`src/rtl/core/rtc_counter_alarm_registers_unit_assert.svh`:
```
// assertion helpers for the rtc unit, clocked on clk_i and gated by rst_ni
`ifndef RTC_COUNTER_ALARM_REGISTERS_UNIT_ASSERT_SVH
`define RTC_COUNTER_ALARM_REGISTERS_UNIT_ASSERT_SVH

// same-cycle implication
`define RCAR_ASSERT_IMPL(name, ante, cons) \
  name: assert property (@(posedge clk_i) disable iff (!rst_ni) (ante) |-> (cons)) \
    else $error("rtc unit check failed");

// next-cycle implication
`define RCAR_ASSERT_NEXT(name, ante, cons) \
  name: assert property (@(posedge clk_i) disable iff (!rst_ni) (ante) |=> (cons)) \
    else $error("rtc unit check failed");

`endif

```
`src/rtl/core/rcar_pkg.sv`:
```
package rcar_pkg;

  typedef enum logic [1:0] {
    MODE_TICK  = 2'd0,
    MODE_READ  = 2'd1,
    MODE_WRITE = 2'd2
  } mode_e;

  localparam int unsigned OffW = 7;

  localparam logic [OffW-1:0] OFF_SECONDS    = 7'h00;
  localparam logic [OffW-1:0] OFF_MINUTES    = 7'h04;
  localparam logic [OffW-1:0] OFF_HOURS      = 7'h08;
  localparam logic [OffW-1:0] OFF_DAYS       = 7'h0c;
  localparam logic [OffW-1:0] OFF_ALARM_SEC  = 7'h10;
  localparam logic [OffW-1:0] OFF_ALARM_MIN  = 7'h14;
  localparam logic [OffW-1:0] OFF_ALARM_HOUR = 7'h18;
  localparam logic [OffW-1:0] OFF_RECORD     = 7'h1c;
  localparam logic [OffW-1:0] OFF_CONTROL    = 7'h20;
  localparam logic [OffW-1:0] OFF_LOAD_SEC   = 7'h24;
  localparam logic [OffW-1:0] OFF_LOAD_MIN   = 7'h28;
  localparam logic [OffW-1:0] OFF_LOAD_HOUR  = 7'h2c;
  localparam logic [OffW-1:0] OFF_LOAD_DAYS  = 7'h30;
  localparam logic [OffW-1:0] OFF_STATUS     = 7'h34;

  // control register bits
  localparam int unsigned CTRL_ENABLE   = 0;
  localparam int unsigned CTRL_SEC_EN   = 1;
  localparam int unsigned CTRL_DAY_EN   = 4;
  localparam int unsigned CTRL_ALARM_EN = 5;
  localparam int unsigned CTRL_LOAD     = 6;

  // status register bits
  localparam int unsigned ST_SEC   = 0;
  localparam int unsigned ST_MIN   = 1;
  localparam int unsigned ST_HOUR  = 2;
  localparam int unsigned ST_DAY   = 3;
  localparam int unsigned ST_ALARM = 4;

  localparam logic [5:0] SEC_LAST  = 6'd59;
  localparam logic [5:0] MIN_LAST  = 6'd59;
  localparam logic [4:0] HOUR_LAST = 5'd23;

endpackage

```
`src/rtl/core/rtc_counter_alarm_registers_unit.sv`:
```
// channel | valid      | ready      | payload
// in      | in_valid_i | in_ready_o | mode_i, reg_offset_i, write_data_i
// out     | out_valid_o| out_ready_i| read_data_o, alarm_flag_o, roll_flag_o
//
// one beat in, one beat out; a beat can enter every cycle while the output is not stalled
// path: input register, then the register update and result register
// reset clears all counters, alarm, load, control and status registers to zero
// a stalled output holds its beat while one more input beat waits in the input register
module rtc_counter_alarm_registers_unit import rcar_pkg::*; #(
  parameter int unsigned DAY_BITS = 16
) (
  input  logic                clk_i,
  input  logic                rst_ni,
  input  logic                in_valid_i,
  output logic                in_ready_o,
  input  logic [1:0]          mode_i,
  input  logic [OffW-1:0]     reg_offset_i,
  input  logic [31:0]         write_data_i,
  output logic                out_valid_o,
  input  logic                out_ready_i,
  output logic [31:0]         read_data_o,
  output logic                alarm_flag_o,
  output logic                roll_flag_o
);

  // input stage
  logic            s1_valid_q;
  mode_e           s1_mode_q;
  logic [OffW-1:0] s1_off_q;
  logic [31:0]     s1_data_q;

  logic out_free;
  logic s1_fire;

  assign out_free   = !out_valid_o || out_ready_i;
  assign s1_fire    = s1_valid_q && out_free;
  assign in_ready_o = !s1_valid_q || out_free;

  always_ff @(posedge clk_i or negedge rst_ni) begin
    if (!rst_ni) begin
      s1_valid_q <= 1'b0;
    end else if (in_ready_o) begin
      s1_valid_q <= in_valid_i;
    end
  end

  always_ff @(posedge clk_i) begin
    if (in_ready_o && in_valid_i) begin
      s1_mode_q <= mode_e'(mode_i);
      s1_off_q  <= reg_offset_i;
      s1_data_q <= write_data_i;
    end
  end

  // architectural registers
  logic [5:0]          sec_q, sec_d;
  logic [5:0]          min_q, min_d;
  logic [4:0]          hour_q, hour_d;
  logic [DAY_BITS-1:0] days_q, days_d;
  logic [5:0]          al_sec_q, al_sec_d;
  logic [5:0]          al_min_q, al_min_d;
  logic [4:0]          al_hour_q, al_hour_d;
  logic [31:0]         record_q, record_d;
  logic [7:0]          ctrl_q, ctrl_d;
  logic [5:0]          ld_sec_q, ld_sec_d;
  logic [5:0]          ld_min_q, ld_min_d;
  logic [4:0]          ld_hour_q, ld_hour_d;
  logic [DAY_BITS-1:0] ld_days_q, ld_days_d;
  logic [4:0]          irq_q, irq_d;
  logic [31:0]         rdata;
  logic [3:0]          roll;

  always_comb begin
    sec_d     = sec_q;
    min_d     = min_q;
    hour_d    = hour_q;
    days_d    = days_q;
    al_sec_d  = al_sec_q;
    al_min_d  = al_min_q;
    al_hour_d = al_hour_q;
    record_d  = record_q;
    ctrl_d    = ctrl_q;
    ld_sec_d  = ld_sec_q;
    ld_min_d  = ld_min_q;
    ld_hour_d = ld_hour_q;
    ld_days_d = ld_days_q;
    irq_d     = irq_q;
    rdata     = '0;
    roll      = '0;

    case (s1_mode_q)
      MODE_TICK: begin
        if (ctrl_q[CTRL_ENABLE]) begin
          if (ctrl_q[CTRL_LOAD]) begin
            sec_d  = ld_sec_q;
            min_d  = ld_min_q;
            hour_d = ld_hour_q;
            days_d = ld_days_q;
            ctrl_d[CTRL_LOAD] = 1'b0;
          end else begin
            roll[ST_SEC] = 1'b1;
            // counters loaded past their limit wrap like the last value
            if (sec_q >= SEC_LAST) begin
              sec_d = '0;
              roll[ST_MIN] = 1'b1;
              if (min_q >= MIN_LAST) begin
                min_d = '0;
                roll[ST_HOUR] = 1'b1;
                if (hour_q >= HOUR_LAST) begin
                  hour_d = '0;
                  roll[ST_DAY] = 1'b1;
                  days_d = days_q + DAY_BITS'(1);
                end else begin
                  hour_d = hour_q + 5'd1;
                end
              end else begin
                min_d = min_q + 6'd1;
              end
            end else begin
              sec_d = sec_q + 6'd1;
            end
            irq_d[ST_DAY:ST_SEC] = irq_q[ST_DAY:ST_SEC] | (roll & ctrl_q[CTRL_DAY_EN:CTRL_SEC_EN]);
          end
          if (ctrl_q[CTRL_ALARM_EN] && sec_d == al_sec_q && min_d == al_min_q &&
              hour_d == al_hour_q) begin
            irq_d[ST_ALARM] = 1'b1;
          end
        end
      end
      MODE_READ: begin
        case (s1_off_q)
          OFF_SECONDS:    rdata = 32'(sec_q);
          OFF_MINUTES:    rdata = 32'(min_q);
          OFF_HOURS:      rdata = 32'(hour_q);
          OFF_DAYS:       rdata = 32'(days_q);
          OFF_ALARM_SEC:  rdata = 32'(al_sec_q);
          OFF_ALARM_MIN:  rdata = 32'(al_min_q);
          OFF_ALARM_HOUR: rdata = 32'(al_hour_q);
          OFF_RECORD:     rdata = record_q;
          OFF_CONTROL:    rdata = 32'(ctrl_q);
          OFF_LOAD_SEC:   rdata = 32'(ld_sec_q);
          OFF_LOAD_MIN:   rdata = 32'(ld_min_q);
          OFF_LOAD_HOUR:  rdata = 32'(ld_hour_q);
          OFF_LOAD_DAYS:  rdata = 32'(ld_days_q);
          OFF_STATUS:     rdata = 32'(irq_q);
          default:        rdata = '0;
        endcase
      end
      MODE_WRITE: begin
        case (s1_off_q)
          OFF_ALARM_SEC:  al_sec_d  = s1_data_q[5:0];
          OFF_ALARM_MIN:  al_min_d  = s1_data_q[5:0];
          OFF_ALARM_HOUR: al_hour_d = s1_data_q[4:0];
          OFF_RECORD:     record_d  = s1_data_q;
          OFF_CONTROL:    ctrl_d    = s1_data_q[7:0];
          OFF_LOAD_SEC:   ld_sec_d  = s1_data_q[5:0];
          OFF_LOAD_MIN:   ld_min_d  = s1_data_q[5:0];
          OFF_LOAD_HOUR:  ld_hour_d = s1_data_q[4:0];
          OFF_LOAD_DAYS:  ld_days_d = s1_data_q[DAY_BITS-1:0];
          // write one to clear
          OFF_STATUS:     irq_d     = irq_q & ~s1_data_q[4:0];
          default: ;
        endcase
      end
      default: ;
    endcase
  end

  always_ff @(posedge clk_i or negedge rst_ni) begin
    if (!rst_ni) begin
      sec_q     <= '0;
      min_q     <= '0;
      hour_q    <= '0;
      days_q    <= '0;
      al_sec_q  <= '0;
      al_min_q  <= '0;
      al_hour_q <= '0;
      record_q  <= '0;
      ctrl_q    <= '0;
      ld_sec_q  <= '0;
      ld_min_q  <= '0;
      ld_hour_q <= '0;
      ld_days_q <= '0;
      irq_q     <= '0;
    end else if (s1_fire) begin
      sec_q     <= sec_d;
      min_q     <= min_d;
      hour_q    <= hour_d;
      days_q    <= days_d;
      al_sec_q  <= al_sec_d;
      al_min_q  <= al_min_d;
      al_hour_q <= al_hour_d;
      record_q  <= record_d;
      ctrl_q    <= ctrl_d;
      ld_sec_q  <= ld_sec_d;
      ld_min_q  <= ld_min_d;
      ld_hour_q <= ld_hour_d;
      ld_days_q <= ld_days_d;
      irq_q     <= irq_d;
    end
  end

  // result register
  logic out_valid_q;

  always_ff @(posedge clk_i or negedge rst_ni) begin
    if (!rst_ni) begin
      out_valid_q <= 1'b0;
    end else if (out_free) begin
      out_valid_q <= s1_valid_q;
    end
  end

  always_ff @(posedge clk_i) begin
    if (s1_fire) begin
      read_data_o  <= rdata;
      alarm_flag_o <= irq_d[ST_ALARM];
      roll_flag_o  <= |irq_d[ST_DAY:ST_SEC];
    end
  end

  assign out_valid_o = out_valid_q;

`include "rtc_counter_alarm_registers_unit_assert.svh"

  // status cannot move while a result waits, so the shown levels track it
  `RCAR_ASSERT_IMPL(a_alarm_level, out_valid_o, alarm_flag_o == irq_q[ST_ALARM])
  `RCAR_ASSERT_IMPL(a_periodic_level, out_valid_o, roll_flag_o == |irq_q[ST_DAY:ST_SEC])
  `RCAR_ASSERT_IMPL(a_ready_only_on_stall, !in_ready_o,
                    s1_valid_q && out_valid_o && !out_ready_i)
  `RCAR_ASSERT_NEXT(a_seconds_tick_only, !(s1_fire && s1_mode_q == MODE_TICK), $stable(sec_q))
  `RCAR_ASSERT_NEXT(a_load_clears,
                    s1_fire && s1_mode_q == MODE_TICK && ctrl_q[CTRL_ENABLE],
                    !ctrl_q[CTRL_LOAD])

endmodule

```
`config.mk`:
```
export PLATFORM = sky130hd
export DESIGN_NAME = rtc_counter_alarm_registers_unit
export DESIGN_NICKNAME = d
export VERILOG_FILES = /design/src/rtl/core/rcar_pkg.sv /design/src/rtl/core/rtc_counter_alarm_registers_unit.sv
export VERILOG_INCLUDE_DIRS = /design/src /design/src/rtl/core
export SDC_FILE = /design/constraint.sdc
export NUM_CORES = 1
export LEC_CHECK = 0
export ABC_CLOCK_PERIOD_IN_PS = 3700
export BUFFER_PORTS_ARGS = -buffer_cell sky130_fd_sc_hd__buf_2
export CORE_MARGIN = 3
export CORE_UTILIZATION = 40
export DETAILED_ROUTE_END_ITERATION = 10
export SETUP_SLACK_MARGIN = 0.3
export SLEW_MARGIN = 20
export SYNTH_ARGS = -nofsm -noshare
export SYNTH_HDL_FRONTEND = slang
export SYNTH_SLANG_ARGS = --single-unit
export TNS_END_PERCENT = 10
```
`constraint.sdc`:
```
create_clock -name clk_i -period 3.7 [get_ports clk_i]
set_clock_uncertainty 0.15 [all_clocks]
set_input_delay 0.37 -clock clk_i [delete_from_list [all_inputs] [get_ports clk_i]]
set_output_delay 0.37 -clock clk_i [all_outputs]
set_load 0.02 [all_outputs]
```
# Word-level counts from Yosys, hierarchy flattened
# Cells that the tools add are included.
[word_totals]
reg_bits = 205
[op_classes]
n_addsub = 4
reduce_logical = 28
n_mux = 34
n_lt_le_gt_ge = 3
bitwise = 4
n_eq_ne = 20
[ops]
columns = ["cell", "n"]
rows = [
  ["$pmux W32 S14", 1],
  ["$mux W16", 4],
  ["$mux W6", 9],
  ["$eq A7 B6 Y1 const B", 6],
  ["$mux W5", 8],
  ["$reduce_and A3 Y1", 10],
  ["$eq A7 B5 Y1 const B", 4],
  ["$add A16 B1 Y16 const B", 1],
  ["$eq A7 B4 Y1 const B", 2],
  ["$add A6 B1 Y6 const B", 2],
  ["$eq A6 B6 Y1", 2],
  ["$ge A6 B6 Y1 const B", 2],
  ["$mux W3", 4],
  ["$pmux W5 S2", 1],
  ["$reduce_bool A2 Y1", 4],
  ["$eq A7 B3 Y1 const B", 1],
  ["$logic_not A7 Y1", 1],
  ["$mux W7", 1],
  ["$reduce_and A6 Y1", 1],
  ["$add A5 B1 Y5 const B", 1],
  ["$and A5 B5 Y5", 1],
  ["$eq A5 B5 Y1", 1],
  ["$ge A5 B5 Y1 const B", 1],
  ["$logic_and A1 B1 Y1", 5],
  ["16 further kinds", 20],
]

# Depth between registers and ports, before layout
[logic_depth]
depth_word = 13
depth_mapped = 10
depth_no_buf = 8

# Worst setup path before layout
# No wires, ideal clock.
[synth_path]
path_kind = "register -> register"
from = "register out_valid_q, in the netlist out_valid_o"
to = "register ld_days_q[10]"
stages_incl_launch_ff = 8
arrival_ns = 2.571
t_required_ns = 3.422
setup_slack_ns = 0.851
cell_sequence = "dfrtp_1 -> nand2b_1 -> nand2_1 -> clkinv_1 -> nand3b_2 -> nor4_4 -> buf_2 -> mux2_1"
[synth_via]
elab_chain_len = 4
[synth_lines]
columns = ["item", "line", "text"]
rows = [
  ["from (decl)", "rtc_counter_alarm_registers_unit.sv:204", "logic out_valid_q;"],
  ["from (signal assigned)", "rtc_counter_alarm_registers_unit.sv:210", "out_valid_q <= s1_valid_q;"],
  ["$logic_not A1 Y1", "rtc_counter_alarm_registers_unit.sv:35", "assign out_free = !out_valid_o || out_ready_i;"],
  ["$logic_or A1 B1 Y1", "rtc_counter_alarm_registers_unit.sv:35", ""],
  ["$logic_and A1 B1 Y1", "rtc_counter_alarm_registers_unit.sv:36", "assign s1_fire = s1_valid_q && out_free;"],
  ["net s1_fire", "rtc_counter_alarm_registers_unit.sv:33", "logic s1_fire;"],
  ["$reduce_and A3 Y1 (no source line)", "-", ""],
  ["to (signal assigned)", "rtc_counter_alarm_registers_unit.sv:198", "ld_days_q <= ld_days_d;"],
  ["to (decl)", "rtc_counter_alarm_registers_unit.sv:68", "logic [DAY_BITS-1:0] ld_days_q, ld_days_d;"],
]
# The timed path passes the listed nets, and every way through them passes these cells.
# A chain may end at the register's enable or synchronous reset.

# Worst setup path after layout
[layout_path]
from = "register sec_q[0]"
to = "register alarm_flag_o, data pin"
[layout_via]
elab_chain_len = 12
elab_cells_between_ends = 23
cone_classes = "1 x add/sub; 1 x order compare; 3 x eq/ne; 15 x mux; 3 x reduce/logical"
[layout_lines]
columns = ["item", "line", "text"]
rows = [
  ["from (decl)", "rtc_counter_alarm_registers_unit.sv:56", "logic [5:0] sec_q, sec_d;"],
  ["from (signal assigned)", "rtc_counter_alarm_registers_unit.sv:171", "sec_q <= '0;"],
  ["from (signal assigned)", "rtc_counter_alarm_registers_unit.sv:186", "sec_q <= sec_d;"],
  ["$add A6 B1 Y6 or $ge A6 B6 Y1 (tied branches)", "rtc_counter_alarm_registers_unit.sv:120, rtc_counter_alarm_registers_unit.sv:103", ""],
  ["$mux W6", "rtc_counter_alarm_registers_unit.sv:103", "if (sec_q >= SEC_LAST) begin"],
  ["$mux W6", "rtc_counter_alarm_registers_unit.sv:94", "if (ctrl_q[CTRL_LOAD]) begin"],
  ["$mux W6", "rtc_counter_alarm_registers_unit.sv:93", "if (ctrl_q[CTRL_ENABLE]) begin"],
  ["$mux W6", "rtc_counter_alarm_registers_unit.sv:91", "case (s1_mode_q)"],
  ["$eq A6 B6 Y1", "rtc_counter_alarm_registers_unit.sv:124", "if (ctrl_q[CTRL_ALARM_EN] && sec_d == al_sec_q && min_d == al_min_q &&"],
  ["$logic_and A1 B1 Y1 (2 in series)", "rtc_counter_alarm_registers_unit.sv:124", ""],
  ["$logic_and A1 B1 Y1 *", "rtc_counter_alarm_registers_unit.sv:124", ""],
  ["$mux W1 *", "rtc_counter_alarm_registers_unit.sv:124", ""],
  ["$mux W5 *", "rtc_counter_alarm_registers_unit.sv:93", ""],
  ["$pmux W5 S2 *", "rtc_counter_alarm_registers_unit.sv:91", ""],
  ["net irq_d[4]", "rtc_counter_alarm_registers_unit.sv:69", "logic [4:0] irq_q, irq_d;"],
  ["to (signal assigned)", "rtc_counter_alarm_registers_unit.sv:217", "alarm_flag_o <= irq_d[ST_ALARM];"],
  ["to (decl)", "rtc_counter_alarm_registers_unit.sv:22", "output logic alarm_flag_o,"],
]
# The timed path passes the listed nets; every way through them passes the cells marked *. The select of a mux whose other input is x is not followed.

==> qor.txt <==
status: complete, no violations
CTS tree: done
final wirelength: 28.4 mm
setup tns final: 0 ns
post-synthesis register bit count: 205
Syn Area/Cell: 11.8 sq um
power share of the clock group: 43.2%
fin nets: 1,004
first-pass GRT wire length: 43.8 mm
layout cells sized above 1: 25.7%
Rows: 56
syn_nets: 880
synthesized area: 9800 sq um
area share of fa/ha/maj cells after synthesis: 0.511%
power per cell area: 442 nW/um^2
sw power: 1.27 mW
worst rel slew slack: 30.8%
crit path DAT: 3.23 ns
WL/cell: 22.0 um
total power: 5.19 mW
CTS Root Cell: clkbuf_16
dpl hpwl: 19.5 mm
largest net degree at the start of global routing: 99
vias per inst: 5.86
DR iter-0 viols: 777
Antenna Nets Post-Route: 0
# fillers: 2,114
Num CTS Buffers: 23
crit start category: register
hold slack final: 0.324 ns
H-Tree Depth: 1
WS Path Type: reg -> reg
min cycle time layout: 3.02 ns
chip height: 163 um
setup bufs post-CTS: 0
ys flop type: dfrtp_1
Port Buffers: 80
GRT Util Overall: 21.4%
part of the power in registers: 49.4%
vias in the first global route: 7,302
Worst-Skew Late Latency: 0.53 ns
Post-Layout Cell Count: 1,291
Synth Area in XOR/XNOR: 1.61%
sequential fraction of the synthesis area: 56.2%
CP required: 3.91 ns
final period utilization: 81.5%
1st-pass router iterations: 5
P&R area growth vs syn: 19.8%
vias: 7,561
Leak: 4.87 nW
DRC: 0
final core occ: 49.4%
Final Wtd Congestion: 1.02
ys async rst share: 63.4%
mux cell area share after synthesis: 11.2%
endpoints failing setup: 0
Post-synth EDFFs: 75
unrepaired setup endpoints after global routing: false
placed insts: 1,204
clock transition at the registers of the reported paths: 0.06 ns
synth warn: 0
core area: 23,800 sq um
clock sinks: 205
Max clock buf depth: 3
critical path endpoint category: register
antenna violations before repair: 1
DIE AREA: 26,400 sq um
Yosys cell types: 84
Switching Fraction: 24.4%
Slew @ Worst Pin: 1.03 ns
Gate power share: 7.4%
largest family of logic cells by synthesized area: compound AO/OA/AOI/OAI gates
FMAX: 0.332 GHz
max-slew violations: 0
worst ir drop on vdd: 369 uV
Initial Util: 41.3%
# IOs: 81
multi-input combinational cell area: 4050 sq um
hold crit path type: reg -> reg
global route overflow: 0
area fraction in compound gates after synthesis: 15.3%
Antenna Cells: 0
Register Area: 5510 sq um
Final Hold Fails: 0
Synth Instances: 831
max cap viols: 0
area share of and/or/nand/nor cells after synthesis: 12.6%
CP Max Fanout: 11
Power Internal: 3.93 mW
die width: 163 um
-- critical path: stages, from the launching register on --
cell       delay [ns]
dfrtp_1          0.43
ha_1             0.33
o2111ai_2        0.34
nor2_1           0.71
o31ai_1          0.18
xor2_1           0.17
a21oi_1          0.18
nand3_1          0.12
o31ai_2          0.23
-- repair_timing --
item                                   4_1_cts  5_1_grt
resized for setup                            0        0
endpoints found under the hold margin      139        0
hold buffers                                45        0
-- path summary, 6_finish.rpt --
path	from	endpoint	slack, ns	cells after the start
setup reg to reg	sec_q[0]$_DFFE_PN0P_	alarm_flag_o$_DFFE_PP_	0.68	8
max in group asynchronous	rst_ni	record_q[25]$_DFFE_PN0P_	2.19	3
hold / removal	s1_data_q[21]$_DFFE_PP_	record_q[21]$_DFFE_PN0P_	0.32	1
hold reg to reg	s1_data_q[21]$_DFFE_PP_	record_q[21]$_DFFE_PN0P_	0.32	1
setup / recovery	sec_q[0]$_DFFE_PN0P_	alarm_flag_o$_DFFE_PP_	0.68	8
min in group asynchronous	rst_ni	ld_days_q[12]$_DFFE_PN0P_	0.36	2
-- cell families after synthesis --
family | Yosys count
AOI/OAI and AO/OA | 212
xor gates and xnor gates | 18
adders and majority gates | 4
buffers and inverters | 57
DFF | 205
muxes | 98
and+or+nand+nor | 237
-- stage by stage --
| step | setup WS (ns) | area (sq um) |
|---|---|---|
| floorplan | 0.851 | 9800 |
| global placement | 0.809 | 10600 |
| detailed placement | 0.732 | 10600 |
| CTS | 0.712 | 11700 |
| global route | 0.492 | 11700 |
| finish | 0.684 | 11700 |
-- power groups by stage --
stage	sequential (mW)	clock [mW]	combinational, mW
final	2.57	2.24	0.383
after global routing	2.57	2.38	0.422
after CTS	2.56	2.30	0.386
after detailed placement	2.60	0	0.349
after global placement	2.60	0	0.346
after floorplan	2.58	0	0.200
-- state kept, by name, indices dropped and copies added, names as in the netlist, 2 cells and up --
name         cells
record_q        32
s1_off_q         7
ctrl_q           8
al_sec_q         6
al_hour_q        5
al_min_q         6
ld_min_q         6
ld_sec_q         6
ld_hour_q        5
sec_q            6
ld_days_q       16
read_data_o     32
hour_q           5
days_q          16
min_q            6
s1_mode_q        2
s1_data_q       32
irq_q            5
-- cells in the final DEF, fill, tap and decap left out, types with 4 or more instances in the layout --
cell | synthesis | routed
nor2_1 | 59 | 57
a222oi_1 | 8 | 8
buf_2 | 10 | 79
clkbuf_8 | 0 | 4
nor3_1 | 16 | 16
and3_1 | 11 | 11
and2_1 | 22 | 21
dlygate4sd3_1 | 0 | 45
a21oi_1 | 38 | 38
nand2_1 | 54 | 54
nand4_1 | 10 | 10
a31oi_1 | 16 | 16
nand3_1 | 23 | 23
xnor2_1 | 9 | 9
buf_4 | 6 | 20
nor4_1 | 5 | 4
clkbuf_1 | 26 | 9
mux2_2 | 88 | 88
mux2i_1 | 7 | 7
xor2_1 | 9 | 9
a221oi_1 | 12 | 12
a22oi_1 | 28 | 28
clkbuf_16 | 0 | 23
ha_1 | 4 | 4
o22ai_1 | 14 | 14
o31ai_1 | 4 | 4
o21ai_0 | 38 | 38
inv_1 | 10 | 10
edfxtp_1 | 75 | 75
a22o_1 | 12 | 12
dfrtp_1 | 130 | 129
-- synth_stat cells, drive strengths merged, types with 11 or more instances --
| library cell | number | area share [%] |
|---|---|---|
| nand2 | 56 | 2.2 |
| a22o | 12 | 1.1 |
| edfxtp | 75 | 23 |
| buf | 20 | 1.3 |
| mux2 | 91 | 10 |
| and3 | 11 | 0.70 |
| clkbuf | 26 | 1.0 |
| o22ai | 14 | 0.89 |
| a221oi | 13 | 1.2 |
| nor2 | 60 | 2.3 |
| nor3 | 20 | 1.3 |
| a22oi | 28 | 2.1 |
| nand3 | 23 | 1.2 |
| a21oi | 39 | 2.0 |
| a31oi | 16 | 1.0 |
| dfrtp | 130 | 33 |
| and2 | 22 | 1.4 |
| o21ai | 42 | 2.3 |
-- routing by layer --
layer	track usage [%]	part of all wire (%)	up-vias
met5	0	0.046	-
met4	6.94	3.1	2
met3	4.07	7.8	59
met2	32.2	44	365
met1	31.3	45	3716
li1	-	-	3419
-- final cells by class --
type | count | share of cell area [%]
flip-flops and latches | 205 | 46.9
multi-input cells | 569 | 34.5
repair buffers | 145 | 8.58
clock buffers | 36 | 5.66
well taps | 319 | 3.40
clock inverters | 6 | 0.639
inverters | 11 | 0.352
No activity file was read; power rests on OpenSTA's default activity.
